### config.mk
export PLATFORM = sky130hd
export DESIGN_NAME = range_limited_grid_reach
export DESIGN_NICKNAME = d
export VERILOG_FILES = /design/src/rtl/rlgr_pkg.sv /design/src/rtl/range_limited_grid_reach.sv
export VERILOG_INCLUDE_DIRS = /design/src /design/src/rtl
export SDC_FILE = /design/constraint.sdc
export NUM_CORES = 1
export LEC_CHECK = 0
export BUFFER_PORTS_ARGS = -buffer_cell sky130_fd_sc_hd__buf_2
export CORE_UTILIZATION = 46
export DETAILED_ROUTE_END_ITERATION = 12
export GPL_TIMING_DRIVEN = 0
export PLACE_DENSITY_LB_ADDON = 0.1
export REMOVE_ABC_BUFFERS = 1
export SLEW_MARGIN = 0
export SYNTH_ARGS = -nofsm -noshare
export SYNTH_HDL_FRONTEND = slang
export SYNTH_SLANG_ARGS = --single-unit
### constraint.sdc
create_clock -name clk -period 6.91 [get_ports clk]
set_clock_uncertainty 0.2 [all_clocks]
set_input_delay 0.691 -clock clk [delete_from_list [all_inputs] [get_ports clk]]
set_output_delay 0.691 -clock clk [all_outputs]
set_load 0.03 [all_outputs]
### src/rtl/range_limited_grid_reach_defines.svh
// Assertion helpers for the grid reach block.
`ifndef RANGE_LIMITED_GRID_REACH_DEFINES_SVH
`define RANGE_LIMITED_GRID_REACH_DEFINES_SVH

// Same-cycle implication, checked out of reset.
`define RLGR_ASSERT_NOW(lbl, ante, cons, msg) \
	lbl: assert property (@(posedge clk) disable iff (!arst_n) (ante) |-> (cons)) \
		else $error(msg);

// Next-cycle implication, checked out of reset.
`define RLGR_ASSERT_NEXT(lbl, ante, cons, msg) \
	lbl: assert property (@(posedge clk) disable iff (!arst_n) (ante) |=> (cons)) \
		else $error(msg);

`endif

### src/rtl/rlgr_pkg.sv
`default_nettype none
package rlgr_pkg;

	localparam int DEF_MAX_ROWS = 8;
	localparam int DEF_MAX_COLS = 8;
	localparam int OUT_LIMIT    = 64;
	localparam int COST_W       = 6;
	localparam int CFG_W        = 4;

	localparam logic [CFG_W-1:0] GRID_RESET = 4'd8;

	// Operation codes
	localparam logic [1:0] OP_WRITE  = 2'd0;
	localparam logic [1:0] OP_MOVE   = 2'd1;
	localparam logic [1:0] OP_ATTACK = 2'd2;
	localparam logic [1:0] OP_NONE   = 2'd3;

	// Register indexes
	localparam logic REG_ROWS = 1'b0;
	localparam logic REG_COLS = 1'b1;

	typedef struct packed {
		logic [1:0] operation;
		logic [2:0] pos_x;
		logic [2:0] pos_y;
		logic       occupied;
		logic [1:0] team;
		logic [5:0] reach_range;
	} in_item_t;

	typedef struct packed {
		logic [2:0] cell_x;
		logic [2:0] cell_y;
		logic       found;
		logic       last;
	} out_item_t;

endpackage
`default_nettype wire

### src/rtl/range_limited_grid_reach.sv
// Channel | dir | handshake                  | payload
// in      | in  | in_valid / in_ready        | in_item  (rlgr_pkg::in_item_t)
// out     | out | out_valid / out_ready      | out_item (rlgr_pkg::out_item_t)
// cfg     | in  | cfg_we                     | cfg_index, cfg_data
//
// A write item to a cell in the grid is stored as it is taken. A query dequeues each cell,
// checks its in-grid neighbors against the cell and mark memories (both read through
// registered ports) and skips neighbors off the grid; once it finds the queue empty it scans
// every cell of the full grid, which also clears the mark memory, and presents the final item.
// After reset a sweep over all MAX_ROWS*MAX_COLS cells empties the cell and mark memories;
// no item is taken during it. The scan stalls only when a further cell is found while
// one is pending and the output register holds an item that is not taken.
`default_nettype none
`include "range_limited_grid_reach_defines.svh"
module range_limited_grid_reach #(
	parameter int MAX_ROWS = rlgr_pkg::DEF_MAX_ROWS,
	parameter int MAX_COLS = rlgr_pkg::DEF_MAX_COLS
) (
	input  wire logic                              clk,
	input  wire logic                              arst_n,
	input  wire logic                              in_valid,
	output      logic                              in_ready,
	input  wire rlgr_pkg::in_item_t                in_item,
	output      logic                              out_valid,
	input  wire logic                              out_ready,
	output      rlgr_pkg::out_item_t               out_item,
	input  wire logic                              cfg_we,
	input  wire logic                              cfg_index,
	input  wire logic [rlgr_pkg::CFG_W-1:0]        cfg_data
);
	import rlgr_pkg::*;

	localparam int CELLS = MAX_ROWS * MAX_COLS;
	localparam int CIW   = (CELLS > 1) ? $clog2(CELLS) : 1;
	localparam int QPW   = $clog2(CELLS + 1);
	localparam int XW    = (MAX_COLS > 1) ? $clog2(MAX_COLS) : 1;
	localparam int YW    = (MAX_ROWS > 1) ? $clog2(MAX_ROWS) : 1;
	localparam int QEW   = YW + XW + COST_W;
	localparam logic [CIW-1:0] LAST_CELL = CIW'(CELLS - 1);
	localparam logic [XW-1:0]  LAST_X    = XW'(MAX_COLS - 1);
	localparam logic [YW-1:0]  LAST_Y    = YW'(MAX_ROWS - 1);
	localparam logic [QPW-1:0] CELLS_Q   = QPW'(CELLS);

	localparam logic [3:0] ST_CLR   = 4'd0;
	localparam logic [3:0] ST_IDLE  = 4'd1;
	localparam logic [3:0] ST_POP   = 4'd2;
	localparam logic [3:0] ST_POPW  = 4'd3;
	localparam logic [3:0] ST_NB    = 4'd4;
	localparam logic [3:0] ST_NBW   = 4'd5;
	localparam logic [3:0] ST_SCAN  = 4'd6;
	localparam logic [3:0] ST_SCANW = 4'd7;
	localparam logic [3:0] ST_DONE  = 4'd8;

	localparam logic [1:0] DIR_XP = 2'd0;
	localparam logic [1:0] DIR_XM = 2'd1;
	localparam logic [1:0] DIR_YP = 2'd2;
	localparam logic [1:0] DIR_YM = 2'd3;

	// Mark entry bits
	localparam int MK_VISIT  = 1;
	localparam int MK_REPORT = 0;
	// Cell entry bit
	localparam int CL_OCC = 2;

	logic [3:0]        state_q;
	logic [CFG_W-1:0]  rows_q, cols_q;
	logic [QPW-1:0]    head_q, tail_q;
	logic [CIW-1:0]    clr_q;
	logic [XW-1:0]     cur_x_q, nb_x_q, sx_q, pend_x_q;
	logic [YW-1:0]     cur_y_q, nb_y_q, sy_q, pend_y_q;
	logic [COST_W-1:0] cost_q, range_q;
	logic [1:0]        dir_q, team_q;
	logic              attack_q;
	logic [CIW-1:0]    nb_idx_q;
	logic [6:0]        cnt_q;
	logic              pend_valid_q;
	logic              out_valid_q;
	out_item_t         out_item_q;

	// Memories
	logic [2:0]     cell_mem [CELLS];
	logic [1:0]     mark_mem [CELLS];
	logic [QEW-1:0] queue_mem [CELLS];
	logic [2:0]     cell_rd_q;
	logic [1:0]     mark_rd_q;
	logic [QEW-1:0] queue_rd_q;

	logic           cell_we, mark_we, queue_we;
	logic [CIW-1:0] cell_wa, cell_ra, mark_wa, mark_ra, queue_wa, queue_ra;
	logic [2:0]     cell_wd;
	logic [1:0]     mark_wd;
	logic [QEW-1:0] queue_wd;

	logic              in_fire, slot_free, start_ok, is_query, out_load;
	logic [XW-1:0]     start_x, nb_x;
	logic [YW-1:0]     start_y, nb_y;
	logic [CIW-1:0]    start_idx, nb_idx, scan_idx;
	logic              nb_ok, nb_enqueue, scan_hit;
	logic [XW-1:0]     q_x;
	logic [YW-1:0]     q_y;
	logic [COST_W-1:0] q_cost;

	assign in_ready  = (state_q == ST_IDLE);
	assign in_fire   = in_valid && in_ready;
	assign out_valid = out_valid_q;
	assign out_item  = out_item_q;
	assign slot_free = !out_valid_q || out_ready;

	// Decode the start cell and check it against the grid in use
	assign start_x   = XW'(in_item.pos_x);
	assign start_y   = YW'(in_item.pos_y);
	assign start_ok  = (int'(in_item.pos_x) < int'(cols_q)) && (int'(in_item.pos_x) < MAX_COLS)
		&& (int'(in_item.pos_y) < int'(rows_q)) && (int'(in_item.pos_y) < MAX_ROWS);
	assign start_idx = CIW'(int'(start_y) * MAX_COLS + int'(start_x));
	assign is_query  = (in_item.operation == OP_MOVE) || (in_item.operation == OP_ATTACK);

	assign {q_y, q_x, q_cost} = queue_rd_q;
	assign scan_idx = CIW'(int'(sy_q) * MAX_COLS + int'(sx_q));
	assign scan_hit = mark_rd_q[MK_REPORT] && (cnt_q < 7'(OUT_LIMIT));

	// Load the output register with a pushed-out cell or the final item
	assign out_load = slot_free && ((state_q == ST_DONE)
		|| ((state_q == ST_SCANW) && scan_hit && pend_valid_q));

	// Pick the neighbor in the current direction
	always_comb begin
		nb_x  = cur_x_q;
		nb_y  = cur_y_q;
		nb_ok = 1'b0;
		unique case (dir_q)
			DIR_XP: begin
				nb_x  = cur_x_q + XW'(1);
				nb_ok = (int'(cur_x_q) + 1 < int'(cols_q)) && (int'(cur_x_q) + 1 < MAX_COLS);
			end
			DIR_XM: begin
				nb_x  = cur_x_q - XW'(1);
				nb_ok = (cur_x_q != '0);
			end
			DIR_YP: begin
				nb_y  = cur_y_q + YW'(1);
				nb_ok = (int'(cur_y_q) + 1 < int'(rows_q)) && (int'(cur_y_q) + 1 < MAX_ROWS);
			end
			DIR_YM: begin
				nb_y  = cur_y_q - YW'(1);
				nb_ok = (cur_y_q != '0);
			end
			default: ;
		endcase
	end
	assign nb_idx = CIW'(int'(nb_y) * MAX_COLS + int'(nb_x));

	// Neighbor is empty and not yet seen: extend the walk through it
	assign nb_enqueue = (state_q == ST_NBW) && !mark_rd_q[MK_VISIT] && !cell_rd_q[CL_OCC]
		&& (tail_q < CELLS_Q);

	// Drive memory ports
	always_comb begin
		cell_we  = 1'b0;
		cell_wa  = start_idx;
		cell_wd  = in_item.occupied ? {1'b1, in_item.team} : 3'b000;
		cell_ra  = nb_idx;
		mark_we  = 1'b0;
		mark_wa  = nb_idx_q;
		mark_wd  = 2'b00;
		mark_ra  = (state_q == ST_SCAN) ? scan_idx : nb_idx;
		queue_we = 1'b0;
		queue_wa = tail_q[CIW-1:0];
		queue_wd = {nb_y_q, nb_x_q, cost_q + COST_W'(1)};
		queue_ra = head_q[CIW-1:0];
		unique case (state_q)
			ST_CLR: begin
				cell_we = 1'b1;
				cell_wa = clr_q;
				cell_wd = 3'b000;
				mark_we = 1'b1;
				mark_wa = clr_q;
			end
			ST_IDLE: begin
				if (in_fire && start_ok) begin
					if (in_item.operation == OP_WRITE) begin
						cell_we = 1'b1;
					end else if (is_query) begin
						mark_we  = 1'b1;
						mark_wa  = start_idx;
						mark_wd  = 2'b10;
						queue_we = 1'b1;
						queue_wa = '0;
						queue_wd = {start_y, start_x, COST_W'(0)};
					end
				end
			end
			ST_NBW: begin
				if (!mark_rd_q[MK_VISIT]) begin
					if (cell_rd_q[CL_OCC]) begin
						mark_we = attack_q;
						mark_wd = {1'b1, cell_rd_q[1:0] != team_q};
					end else begin
						mark_we  = 1'b1;
						mark_wd  = {1'b1, !attack_q};
						queue_we = nb_enqueue;
					end
				end
			end
			ST_SCAN: begin
				// read and clear in the same cycle
				mark_we = 1'b1;
				mark_wa = scan_idx;
			end
			default: ;
		endcase
	end

	// Cell store
	always_ff @(posedge clk) begin
		if (cell_we) cell_mem[cell_wa] <= cell_wd;
		cell_rd_q <= cell_mem[cell_ra];
	end

	// Visit and report marks; hold the scanned mark while the scan waits
	always_ff @(posedge clk) begin
		if (mark_we) mark_mem[mark_wa] <= mark_wd;
		if (state_q != ST_SCANW) mark_rd_q <= mark_mem[mark_ra];
	end

	// Walk queue
	always_ff @(posedge clk) begin
		if (queue_we) queue_mem[queue_wa] <= queue_wd;
		queue_rd_q <= queue_mem[queue_ra];
	end

	// Sequencer
	always_ff @(posedge clk or negedge arst_n) begin
		if (!arst_n) begin
			state_q      <= ST_CLR;
			rows_q       <= GRID_RESET;
			cols_q       <= GRID_RESET;
			head_q       <= '0;
			tail_q       <= '0;
			clr_q        <= '0;
			cur_x_q      <= '0;
			cur_y_q      <= '0;
			nb_x_q       <= '0;
			nb_y_q       <= '0;
			nb_idx_q     <= '0;
			cost_q       <= '0;
			range_q      <= '0;
			dir_q        <= DIR_XP;
			team_q       <= '0;
			attack_q     <= 1'b0;
			sx_q         <= '0;
			sy_q         <= '0;
			pend_x_q     <= '0;
			pend_y_q     <= '0;
			cnt_q        <= '0;
			pend_valid_q <= 1'b0;
			out_valid_q  <= 1'b0;
			out_item_q   <= '0;
		end else begin
			// Take configuration writes at any time
			if (cfg_we) begin
				unique case (cfg_index)
					REG_ROWS: rows_q <= cfg_data;
					REG_COLS: cols_q <= cfg_data;
					default: ;
				endcase
			end

			// Present a new output item, or drop the current one once taken
			if (out_load) out_valid_q <= 1'b1;
			else if (out_ready) out_valid_q <= 1'b0;

			unique case (state_q)
				ST_CLR: begin
					clr_q <= clr_q + CIW'(1);
					if (clr_q == LAST_CELL) state_q <= ST_IDLE;
				end
				ST_IDLE: begin
					if (in_fire && is_query) begin
						attack_q     <= (in_item.operation == OP_ATTACK);
						team_q       <= in_item.team;
						range_q      <= in_item.reach_range;
						sx_q         <= '0;
						sy_q         <= '0;
						cnt_q        <= '0;
						pend_valid_q <= 1'b0;
						head_q       <= '0;
						tail_q       <= QPW'(1);
						state_q      <= start_ok ? ST_POP : ST_SCAN;
					end
				end
				ST_POP: begin
					if (head_q == tail_q) begin
						state_q <= ST_SCAN;
					end else begin
						head_q  <= head_q + QPW'(1);
						state_q <= ST_POPW;
					end
				end
				ST_POPW: begin
					cur_x_q <= q_x;
					cur_y_q <= q_y;
					cost_q  <= q_cost;
					dir_q   <= DIR_XP;
					if ({1'b0, q_cost} + 7'd1 > {1'b0, range_q}) state_q <= ST_POP;
					else state_q <= ST_NB;
				end
				ST_NB: begin
					if (nb_ok) begin
						nb_x_q   <= nb_x;
						nb_y_q   <= nb_y;
						nb_idx_q <= nb_idx;
						state_q  <= ST_NBW;
					end else if (dir_q == DIR_YM) begin
						state_q <= ST_POP;
					end else begin
						dir_q <= dir_q + 2'd1;
					end
				end
				ST_NBW: begin
					if (nb_enqueue) tail_q <= tail_q + QPW'(1);
					if (dir_q == DIR_YM) begin
						state_q <= ST_POP;
					end else begin
						dir_q   <= dir_q + 2'd1;
						state_q <= ST_NB;
					end
				end
				ST_SCAN: begin
					state_q <= ST_SCANW;
				end
				ST_SCANW: begin
					// Hold while a found cell cannot push the pending one out
					if (!(scan_hit && pend_valid_q && !slot_free)) begin
						if (scan_hit) begin
							if (pend_valid_q) begin
								out_item_q.cell_x <= 3'(pend_x_q);
								out_item_q.cell_y <= 3'(pend_y_q);
								out_item_q.found  <= 1'b1;
								out_item_q.last   <= 1'b0;
							end
							pend_valid_q <= 1'b1;
							pend_x_q     <= sx_q;
							pend_y_q     <= sy_q;
							cnt_q        <= cnt_q + 7'd1;
						end
						// Advance in row-major order
						if (sx_q == LAST_X) begin
							sx_q <= '0;
							if (sy_q == LAST_Y) begin
								state_q <= ST_DONE;
							end else begin
								sy_q    <= sy_q + YW'(1);
								state_q <= ST_SCAN;
							end
						end else begin
							sx_q    <= sx_q + XW'(1);
							state_q <= ST_SCAN;
						end
					end
				end
				ST_DONE: begin
					// Flush the last item or the empty answer
					if (slot_free) begin
						out_item_q.cell_x <= pend_valid_q ? 3'(pend_x_q) : 3'd0;
						out_item_q.cell_y <= pend_valid_q ? 3'(pend_y_q) : 3'd0;
						out_item_q.found  <= pend_valid_q;
						out_item_q.last   <= 1'b1;
						state_q           <= ST_IDLE;
					end
				end
				default: state_q <= ST_IDLE;
			endcase
		end
	end

	`RLGR_ASSERT_NOW(a_tail_bound, 1'b1, tail_q <= CELLS_Q, "walk queue overran")
	`RLGR_ASSERT_NOW(a_head_le_tail, 1'b1, head_q <= tail_q, "queue head passed tail")
	`RLGR_ASSERT_NOW(a_empty_is_last, out_valid_q && !out_item_q.found, out_item_q.last,
		"empty answer without last")
	`RLGR_ASSERT_NEXT(a_done_emits, state_q == ST_DONE && slot_free,
		out_valid_q && out_item_q.last, "final item not presented")

endmodule
`default_nettype wire

==> impl_metrics.csv, run 1 <==
group,metric,value,unit
status,status,"finished, final reports clean",
detailed_routing,post_drt_via_cell_ratio,5.73,
sta,max_slew_margin,8.34,%
worst_setup_path,worstPathArrival,5.34,ns
placement,io_buffer_count,36,
floorplanning,dieArea,106000,sq um
grt,grt_max_degree,64,
worst_setup_path,path_buf_inv,0,
final_layout,syn2layout_area_growth,13.9,%
worst_setup_path,critPathMaxFanout,24,
placement,place.gp.congestion,0.816,
pwr,power_leakage,0.0176,uW
synth,synth_cell_types,75,
final_layout,n_fill_cell,8183,
clock_tree,clock_latency,0.72,ns
floorplanning,io_pins,37,
worst_setup_path,crit_cells,6,
clock_tree,cts_sinks,1195,
sta,max_freq,0.192,GHz
detailed_routing,drt_first_pass_iters,6,
pwr,power.density,415,nW/um^2
worst_setup_path,r2r_start,"state_q[1]",
clock_tree,htreeDepth,4,
clock_tree,clk_pin_slew_worst_paths,0.06,ns
worst_setup_path,crit_chain,"nor4b_4 > nand3_2 > nor2_2 > o221a_2 > o21ai_1 > nor2_1",
clock_tree,clockBufferDepth,3,
worst_setup_path,crit_required,7.04,ns
synth,async_flop_share,7.53,%
worst_setup_path,path_delay_family,"simple AND/OR/NAND/NOR gates",
sta,fin_crit_sh,75.5,%
sta,rsz0062_at_grt,"false",
sta,setup_ws,1.69,ns
pwr,irDropWorstVdd,0.272,mV
final_layout,final_layout_size_suffix_gt1_share,24.2,%
detailed_routing,wl,104000,um
final_layout,fin_nets,2683,
detailed_routing,routedWlPerCell,25.5,um
floorplanning,core,104000,sq um
placement,place_ws,1.70,ns
worst_setup_path,end_kind,"flop",
worst_setup_path,r2r_slack,1.69,ns
clock_tree,cts_buffers,130,
detailed_routing,num_vias,23499,
floorplanning,die_h,326,um
synth,synth_top_cell_by_area,"edfxtp_1",
min_path,hold_path.class,"in2reg",
clock_tree,cts_tree,"yes",
placement,dp_hpwl,68600,um
floorplanning,die_w,326,um
synth,synth_edf_count,1090,
detailed_routing,drt-initial-drc-count,2038,
floorplanning,row_count,118,
worst_setup_path,rr_endpoint,"queue_mem[56][1]",
sta,min_period,5.22,ns
grt,grt_pass1_wl,158000,um
sta,hold_viol_final,0,
floorplanning,start_util,46.5,%
synth,netlist_top_cells_area,"edfxtp_1, mux4_2, dfrtp_1, nor2_1, nand2_1",
grt,grt_pass1_vias,24566,
sta,worst_pin_slew,1.37,ns
worst_setup_path,critPathKind,"reg2reg",
synth,ys_seq_elements,1195,
grt,antenna_found_initial,4,
synth,syn_inst,2515,
worst_setup_path,crit_path_start_kind,"flop",
detailed_routing,drc,0,
pwr,report.power.total,22800,uW
grt,grt_overflow_total,0,
synth,synth_ff_type,"edfxtp_1",
synth,synth_area_per_cell,19.2,sq um
grt,globalRouteTotalUtil,20.1,%
worst_setup_path,critPathMaxStageDelay,1.07,ns
worst_setup_path,slowest_stage,"nor2_1",
final_layout,final_cell_mix,"edfxtp_1, mux4_2, nor2_1",
clock_tree,cts-resized-gates,0,
synth,synth.top_cell.area_share,67.8,%
worst_setup_path,critPathCapture,"queue_mem[56][1]",
final_layout,layout_commonest_cell,"edfxtp_1",
detailed_routing,antenna_left,0,
synth,yosysSeqAreaShare,73.1,%
clock_tree,cts_root_buffer,"clkbuf_16",
sta,slew_violations,0,
flow_run,maxCapViolCount,0,
synth,syn_area,48300,sq um
synth,yosysWarnings,0,
worst_setup_path,r2r_cells,6,
worst_setup_path,startpoint,"state_q[1]",
sta,setup_viol,0,
cells in the mapped netlist (all sizes together), types with 22 or more instances:
library cell / number
edfxtp: 1090
a21oi: 22
mux4: 332
nand2: 161
o21ai: 50
buf: 54
nand3: 42
ha: 37
mux2i: 25
clkbuf: 66
nor2: 240
inv: 26
dfrtp: 88
per-layer routing:
layer  part of all wire (%)  global-route usage, %
met5                      0                      0
met4                    2.6                   6.75
met3                    5.2                   3.69
met2                     49                   32.1
met1                     43                   28.0
where the power goes:
| group | switching, uW | internal, uW |
|---|---|---|
| sequential | 331 | 9110 |
| combinational | 3940 | 2840 |
| clock | 2730 | 3850 |
| total | 7000 | 15800 |
flip-flops by register name, summed over array words and instances (netlist names), 6 cells and up:
name	flops
head_q	7
range_q	6
queue_rd_q	12
mark_mem	128
tail_q	7
cost_q	6
queue_mem	768
out_item	8
clr_q	6
cnt_q	7
cell_mem	192
cell families after synthesis:
| logic type | synth area share [%] |
|---|---|
| xor gates and xnor gates | 0.653 |
| buffers and inverters | 1.27 |
| AOI/OAI and AO/OA | 2.39 |
| DFF | 73.1 |
| and+or+nand+nor | 5.12 |
| muxes | 16.5 |
| adders and majority gates | 1.04 |
cell type report:
| type | count | area (sq um) | share of cell area [%] |
|---|---|---|---|
| Inverter | 26 | 97.6 | 0.177 |
| Clock inverter | 64 | 526 | 0.955 |
| Timing Repair Buffer | 90 | 1230 | 2.24 |
| Clock buffer | 169 | 3550 | 6.45 |
| Multi-Input combinational cell | 1174 | 12600 | 22.9 |
| Tap cell | 1380 | 1730 | 3.14 |
| Sequential cell | 1195 | 35300 | 64.2 |
| Antenna cell | 1 | 2.50 | 0.00455 |
per-stage QoR:
step                hold WS (ns)  cells  utilization (%)  setup TNS, ns  cell area [sq um]
floorplan                  0.195   2395                -         -44.92              47800
global placement           0.235   3811             47.9        -272.21              49700
detailed placement         0.225   3855             49.0              0              50800
CTS                      0.00500   4098             53.0              0              55000
global route              0.0423   4098             53.0              0              55000
finish                    0.0378   4099             53.0              0              55000
timing repair:
action,4_1_cts,5_1_grt
endpoints found under the setup margin,0,0
hold endpoints to repair,39,0
hold buffers,10,0
buffers inserted,0,0
worst min-delay path by stage:
stage | slack [ns] | endpoint | cells past startpoint | start
floorplan | 0.20 | attack_q | 0 | arst_n
global placement | 0.23 | cur_y_q[2] | 2 | queue_rd_q[11]
detailed placement | 0.22 | cur_y_q[2] | 2 | queue_rd_q[11]
CTS | 0.005 | range_q[3] | 3 | in_item[3]
global route | 0.04 | range_q[3] | 3 | in_item[3]
finish | 0.04 | range_q[3] | 3 | in_item[3]
worst min-delay path: cells and delay by family:
family                 cells  cell delay, ns
buffers and inverters      1            0.11
AO/OA/AOI/OAI              1            0.06
AND/OR/NAND/NOR            1            0.05
(Power assumes the default switching activity.)
==> run 2, diff against run 1 <==
Clock period 6.91 ns to 4.9 ns, I/O delays scaled along.
==> run 2 against run 1 <==
Net effect: first-iteration DRC count fell by 7.0%; register-to-register slack got worse by 1.5 ns; clock power rose by 41%; combinational power rose by 42%; routed wire length rose by 0.36%; cell area rose by 0.62%; maximum frequency rose by 10%; critical path type unchanged; critical endpoint is now mark_mem[2][0]; highest routed layer unchanged.
==> impl_metrics.csv, run 2 (synthesis gave the netlist of run 1 again) <==
group,metric,value,unit
placement,dp_hpwl,68600,um
worst_setup_path,critPathMaxStageDelay,0.67,ns
flow_run,maxCapViolCount,0,
min_path,hold_path.class,"in2reg",
worst_setup_path,r2r_start,"state_q[0]",
pwr,power_leakage,0.0177,uW
pwr,p_switching,9920,uW
worst_setup_path,end_kind,"flop",
status,status,"finished, final reports clean",
detailed_routing,drt-initial-drc-count,1896,
sta,setup_viol,0,
detailed_routing,drc,0,
detailed_routing,antenna_left,0,
pwr,irDropWorstVdd,0.385,mV
grt,grt_overflow_total,0,
grt,antenna_found_initial,4,
floorplanning,die_w,326,um
final_layout,syn2layout_area_growth,14.6,%
final_layout,largest_register_ffs,768,
sta,worst_pin_slew,1.43,ns
clock_tree,clock_latency,0.72,ns
placement,place.gp.congestion,0.816,
clock_tree,clockBufferDepth,3,
final_layout,layout_commonest_cell,"edfxtp_1",
detailed_routing,wl,105000,um
placement,io_buffer_count,36,
final_layout,regMostFlops,"queue_mem",
grt,globalRouteTotalUtil,20.1,%
worst_setup_path,critPathKind,"reg2reg",
min_path,min_path_cells,5,
grt,grt_pass1_vias,24641,
detailed_routing,drt_first_pass_iters,8,
final_layout,reg_top3,"queue_mem x768, cell_mem x192, mark_mem x128",
sta,slew_violations,0,
floorplanning,row_count,118,
pwr,power_frac_seq,41.3,%
pwr,sw_frac_of_total,30.8,%
worst_setup_path,path_buf_inv,0,
worst_setup_path,worstPathArrival,4.92,ns
clock_tree,clk_pin_slew_worst_paths,0.05,ns
floorplanning,io_pins,37,
placement,dp_cells,3855,
final_layout,n_fill_cell,8158,
grt,grt_pass1_wl,158000,um
final_layout,seq_area,35300,sq um
sta,min_period,4.72,ns
worst_setup_path,r2r_cells,8,
final_layout,final_layout_size_suffix_gt1_share,25.6,%
detailed_routing,post_drt_via_cell_ratio,5.71,
detailed_routing,routedWlPerCell,25.4,um
min_path,min_from,"in_item[15]",
clock_tree,cts_root_buffer,"clkbuf_16",
pwr,power.density,582,nW/um^2
sta,worst_hold_slack,0.0568,ns
pwr,power_frac_comb,29.9,%
worst_setup_path,crit_path_start_kind,"flop",
worst_setup_path,slowest_stage,"dfrtp_1",
worst_setup_path,r2r_slack,0.18,ns
final_layout,multi_input_area,12700,sq um
worst_setup_path,path_delay_family,"simple AND/OR/NAND/NOR gates",
final_layout,final_cell_mix,"edfxtp_1, mux4_2, nor2_1",
clock_tree,cts_tree,"yes",
final_layout,fin_nets,2705,
floorplanning,core,104000,sq um
sta,rsz0062_at_grt,"true",
final_layout,final_cells,4121,
worst_setup_path,rr_endpoint,"mark_mem[2][0]",
worst_setup_path,crit_chain,"nor4b_4 > nand3_2 > nor2_2 > o221ai_2 > and2_1 > a221oi_1 > nand3_1 > nor2_1",
detailed_routing,num_vias,23536,
sta,fin_crit_sh,96.4,%
sta,hold_viol_final,0,
floorplanning,dieArea,106000,sq um
pwr,report.power.total,32200,uW
worst_setup_path,critPathMaxFanout,15,
sta,max_slew_margin,3.92,%
pwr,p_int,22300,uW
clock_tree,htreeDepth,4,
floorplanning,start_util,46.5,%
sta,max_freq,0.212,GHz
clock_tree,cts_buffers,130,
floorplanning,die_h,326,um
grt,grt_max_degree,64,
worst_setup_path,crit_required,5.10,ns
pwr,clkPwrFrac,28.8,%
clock_tree,cts_sinks,1195,
min_path,whs_endpoint,"attack_q",
-- run 2: cell count changes in the layout (fill, tap and decap cells not counted), moves of 4 or more --
cell	before	now
dlygate4sd3_1	10	22
nand3_2	1	5
nand3_1	41	37
buf_12	11	15
nor2_2	4	32
buf_4	3	9
nor2_1	231	203
-- run 2: repair_timing --
action                                 in CTS  in global routing
gates cloned                                0                  0
endpoints found under the hold margin     109                  0
hold buffers                               22                  0
gates resized for setup                    18                 15
setup endpoints to repair                 229                323
setup buffers                               0                 10
pin swaps                                   0                  8
-- run 2: worst max path at each step --
| stage | startpoint | to | slack (ns) | cells after the start |
|---|---|---|---|---|
| after CTS | state_q[1] | queue_mem[56][3] | -0.30 | 6 |
| after detailed placement | state_q[1] | queue_mem[24][1] | -0.31 | 6 |
| after global placement | head_q[0] | queue_rd_q[8] | -8.46 | 3 |
| final | state_q[0] | mark_mem[2][0] | 0.18 | 8 |
| after floorplan | head_q[0] | queue_rd_q[0] | -4.42 | 3 |
| after global routing | state_q[1] | queue_mem[55][3] | -0.02 | 7 |
-- run 2: layout make-up --
class	instances	share of cell area, %
Antenna cell	1	0.00452
Clock inverter	64	0.950
Timing Repair Buffer	112	2.67
Sequential cell	1195	63.8
Clock buffer	169	6.41
Multi-Input combinational cell	1174	22.9
Tap cell	1380	3.12
Inverter	26	0.176
-- run 2: metal layers --
layer | share of wire, % | up-vias | global-route usage [%]
li1 | - | 10423 | -
met1 | 43 | 12333 | 28.0
met2 | 49 | 630 | 32.1
met3 | 5.2 | 150 | 3.73
met4 | 2.5 | 0 | 6.75
met5 | 0 | - | 0
-- run 2: worst register-to-register path: cells and delay by family, from the launching register on --
kind            cells  cell delay (ns)
flops               1             0.67
compound gates      2             1.04
simple gates        6             2.50
-- run 2: metrics by stage --
| step | TNS (ns) | worst slack (ns) | cell area (sq um) | utilization [%] |
|---|---|---|---|---|
| floorplan | -107.46 | -4.42 | 47800 | - |
| global placement | -1155.39 | -8.46 | 49700 | 47.9 |
| detailed placement | -31.97 | -0.314 | 50800 | 49.0 |
| CTS | -22.17 | -0.295 | 55200 | 53.1 |
| global route | -0.150 | -0.0182 | 55300 | 53.3 |
| finish | 0 | 0.178 | 55300 | 53.3 |
-- run 2: power groups by stage --
stage                     Sequential [uW]  Clock [uW]  Combinational [uW]
after floorplan                     13700           0                6290
after global placement              13900           0                7580
after detailed placement            13500           0                9700
after CTS                           13300        9490                9740
after global routing                13400        9860               10500
final                               13300        9280                9640
==> run 3, diff against run 2 <==
Settings changed: RECOVER_POWER from default to 100, SLEW_MARGIN 0 to 20.
==> run 3 against run 2 <==
Net effect: cell count is essentially flat; core utilization is essentially flat; clock-buffer cell count shrank 11; maximum frequency shrank 2.0%; global-route usage is essentially flat; highest routed layer unchanged; clock power shrank 3.8%; cell area is essentially flat.
==> impl_metrics.csv, run 3 (synthesis gave the netlist of run 1 again) <==
group,metric,value,unit
grt,antenna_found_initial,3,
worst_setup_path,rr_endpoint,"queue_mem[53][1]",
clock_tree,clockBufferDepth,3,
grt,grt_overflow_total,0,
detailed_routing,drt_first_pass_iters,5,
final_layout,regMostFlops,"queue_mem",
sta,setup_viol,0,
sta,fin_crit_sh,98.3,%
floorplanning,io_pins,37,
min_path,hold_path.class,"in2reg",
detailed_routing,drt-initial-drc-count,1773,
grt,grt_pass1_wl,159000,um
final_layout,layout_commonest_cell,"edfxtp_1",
final_layout,antenna_cells,0,
final_layout,multi_input_area,12800,sq um
worst_setup_path,r2r_slack,0.08,ns
grt,grt_pass1_vias,24477,
floorplanning,dieArea,106000,sq um
sta,max_slew_margin,8.05,%
floorplanning,row_count,118,
detailed_routing,num_vias,23526,
clock_tree,clk_pin_slew_worst_paths,0.06,ns
sta,fin_tns_setup,0,ns
worst_setup_path,crit_required,5.01,ns
placement,dp_cells,3865,
detailed_routing,antenna_left,0,
clock_tree,cts_sinks,1195,
sta,slew_violations,0,
final_layout,largest_register_ffs,768,
grt,grt_max_degree,65,
sta,min_period,4.82,ns
clock_tree,cts_buffers,121,
final_layout,n_fill_cell,8145,
detailed_routing,wl,105000,um
grt,globalRouteTotalUtil,20.1,%
clock_tree,cts_root_buffer,"clkbuf_16",
floorplanning,start_util,46.5,%
final_layout,final_cell_mix,"edfxtp_1, mux4_2, nor2_1",
final_layout,syn2layout_area_growth,14.5,%
worst_setup_path,critPathCapture,"queue_mem[53][1]",
sta,hold_viol_final,0,
placement,dpl_cell_area,51200,sq um
worst_setup_path,worstPathArrival,4.93,ns
final_layout,design_area,55300,sq um
worst_setup_path,critPathKind,"reg2reg",
detailed_routing,drc,0,
flow_run,maxCapViolCount,0,
worst_setup_path,end_kind,"flop",
clock_tree,htreeDepth,3,
detailed_routing,post_drt_via_cell_ratio,5.71,
floorplanning,die_h,326,um
pwr,power.density,582,nW/um^2
worst_setup_path,crit_path_start_kind,"flop",
worst_setup_path,critPathMaxFanout,19,
placement,io_buffer_count,36,
floorplanning,core,104000,sq um
detailed_routing,routedWlPerCell,25.5,um
worst_setup_path,r2r_start,"state_q[1]",
sta,max_freq,0.208,GHz
sta,worst_hold_slack,0.0474,ns
clock_tree,cts_tree,"yes",
floorplanning,die_w,326,um
worst_setup_path,r2r_cells,7,
pwr,power_leakage,0.0176,uW
final_layout,fin_nets,2699,
final_layout,reg_top3,"queue_mem x768, cell_mem x192, mark_mem x128",
worst_setup_path,startpoint,"state_q[1]",
final_layout,final_layout_size_suffix_gt1_share,26.2,%
sta,rsz0062_at_grt,"true",
final_layout,seq_area,35300,sq um
pwr,irDropWorstVdd,0.412,mV
placement,place.gp.congestion,0.816,
clock_tree,clock_latency,0.70,ns
sta,worst_pin_slew,1.38,ns
status,status,"finished, final reports clean",
final_layout,final_cells,4118,
placement,dp_hpwl,69800,um
==> run 3: cell types whose count changed in the layout (fill, tap and decap cells not counted), moves of 8 or more <==
cell	change
nor2_1	-32
nor2_2	+25
clkbuf_1	+15
clkbuf_16	-13
buf_2	-12
buf_6	+8
==> run 3: stage by stage <==
stage,total power (uW),utilization (%),worst slack [ns]
after global placement,21500,47.9,-8.46
after floorplan,20000,-,-4.42
final,32200,53.3,0.0823
after CTS,32500,53.2,-0.0111
after global routing,33600,53.3,-0.106
after detailed placement,23600,49.3,-0.130
==> run 3: critical path, stage by stage, from the launching register on <==
cell and delay (ns):
dfrtp_1 0.65, nand2b_1 0.29, or3_1 0.56, nor3_2 0.44, o21bai_1 0.28, nor3b_1 0.47
nand3_1 0.63, nor2_2 0.90
==> run 3: worst min-delay path by stage <==
stage | start | to | slack [ns] | cells past startpoint
after floorplan | arst_n | attack_q | -0.006 | 0
after global placement | queue_rd_q[11] | cur_y_q[2] | 0.23 | 2
after detailed placement | arst_n | cols_q[0] | 0.17 | 1
after CTS | cfg_we | cols_q[3] | 0.007 | 3
after global routing | cfg_we | cols_q[1] | 0.05 | 3
final | cfg_we | cols_q[0] | 0.05 | 3
==> run 3: timing repair <==
action                                  CTS  global route
hold buffers                             22             0
setup buffers                             0             3
resized for setup                         4            16
endpoints found under the setup margin   54           322
pin swaps                                 0             1
endpoints found under the hold margin   108             0
==> run 3: where the power goes <==
| group | switching [uW] | leakage [uW] | internal, uW |
|---|---|---|---|
| Sequential | 455 | 0.0112 | 12800 |
| Clock | 3750 | 0.00190 | 5180 |
| Combinational | 5710 | 0.00447 | 4250 |
| Total | 9920 | 0.0176 | 22300 |
==> run 3: cell type report <==
cell class | count | share of cell area [%]
clock buffers | 158 | 5.89
clock inverters | 70 | 1.07
inverters | 26 | 0.176
multi-input cells | 1174 | 23.2
flip-flops and latches | 1195 | 63.8
well taps | 1380 | 3.12
repair buffers | 115 | 2.71
==> run 3: metal layers <==
layer	GRT usage [%]	routed length, um	vias up
met2	33.0	52000	586
li1	-	-	10411
met3	3.22	4900	145
met4	4.78	2230	0
met1	28.3	46000	12384
met5	0	0	-
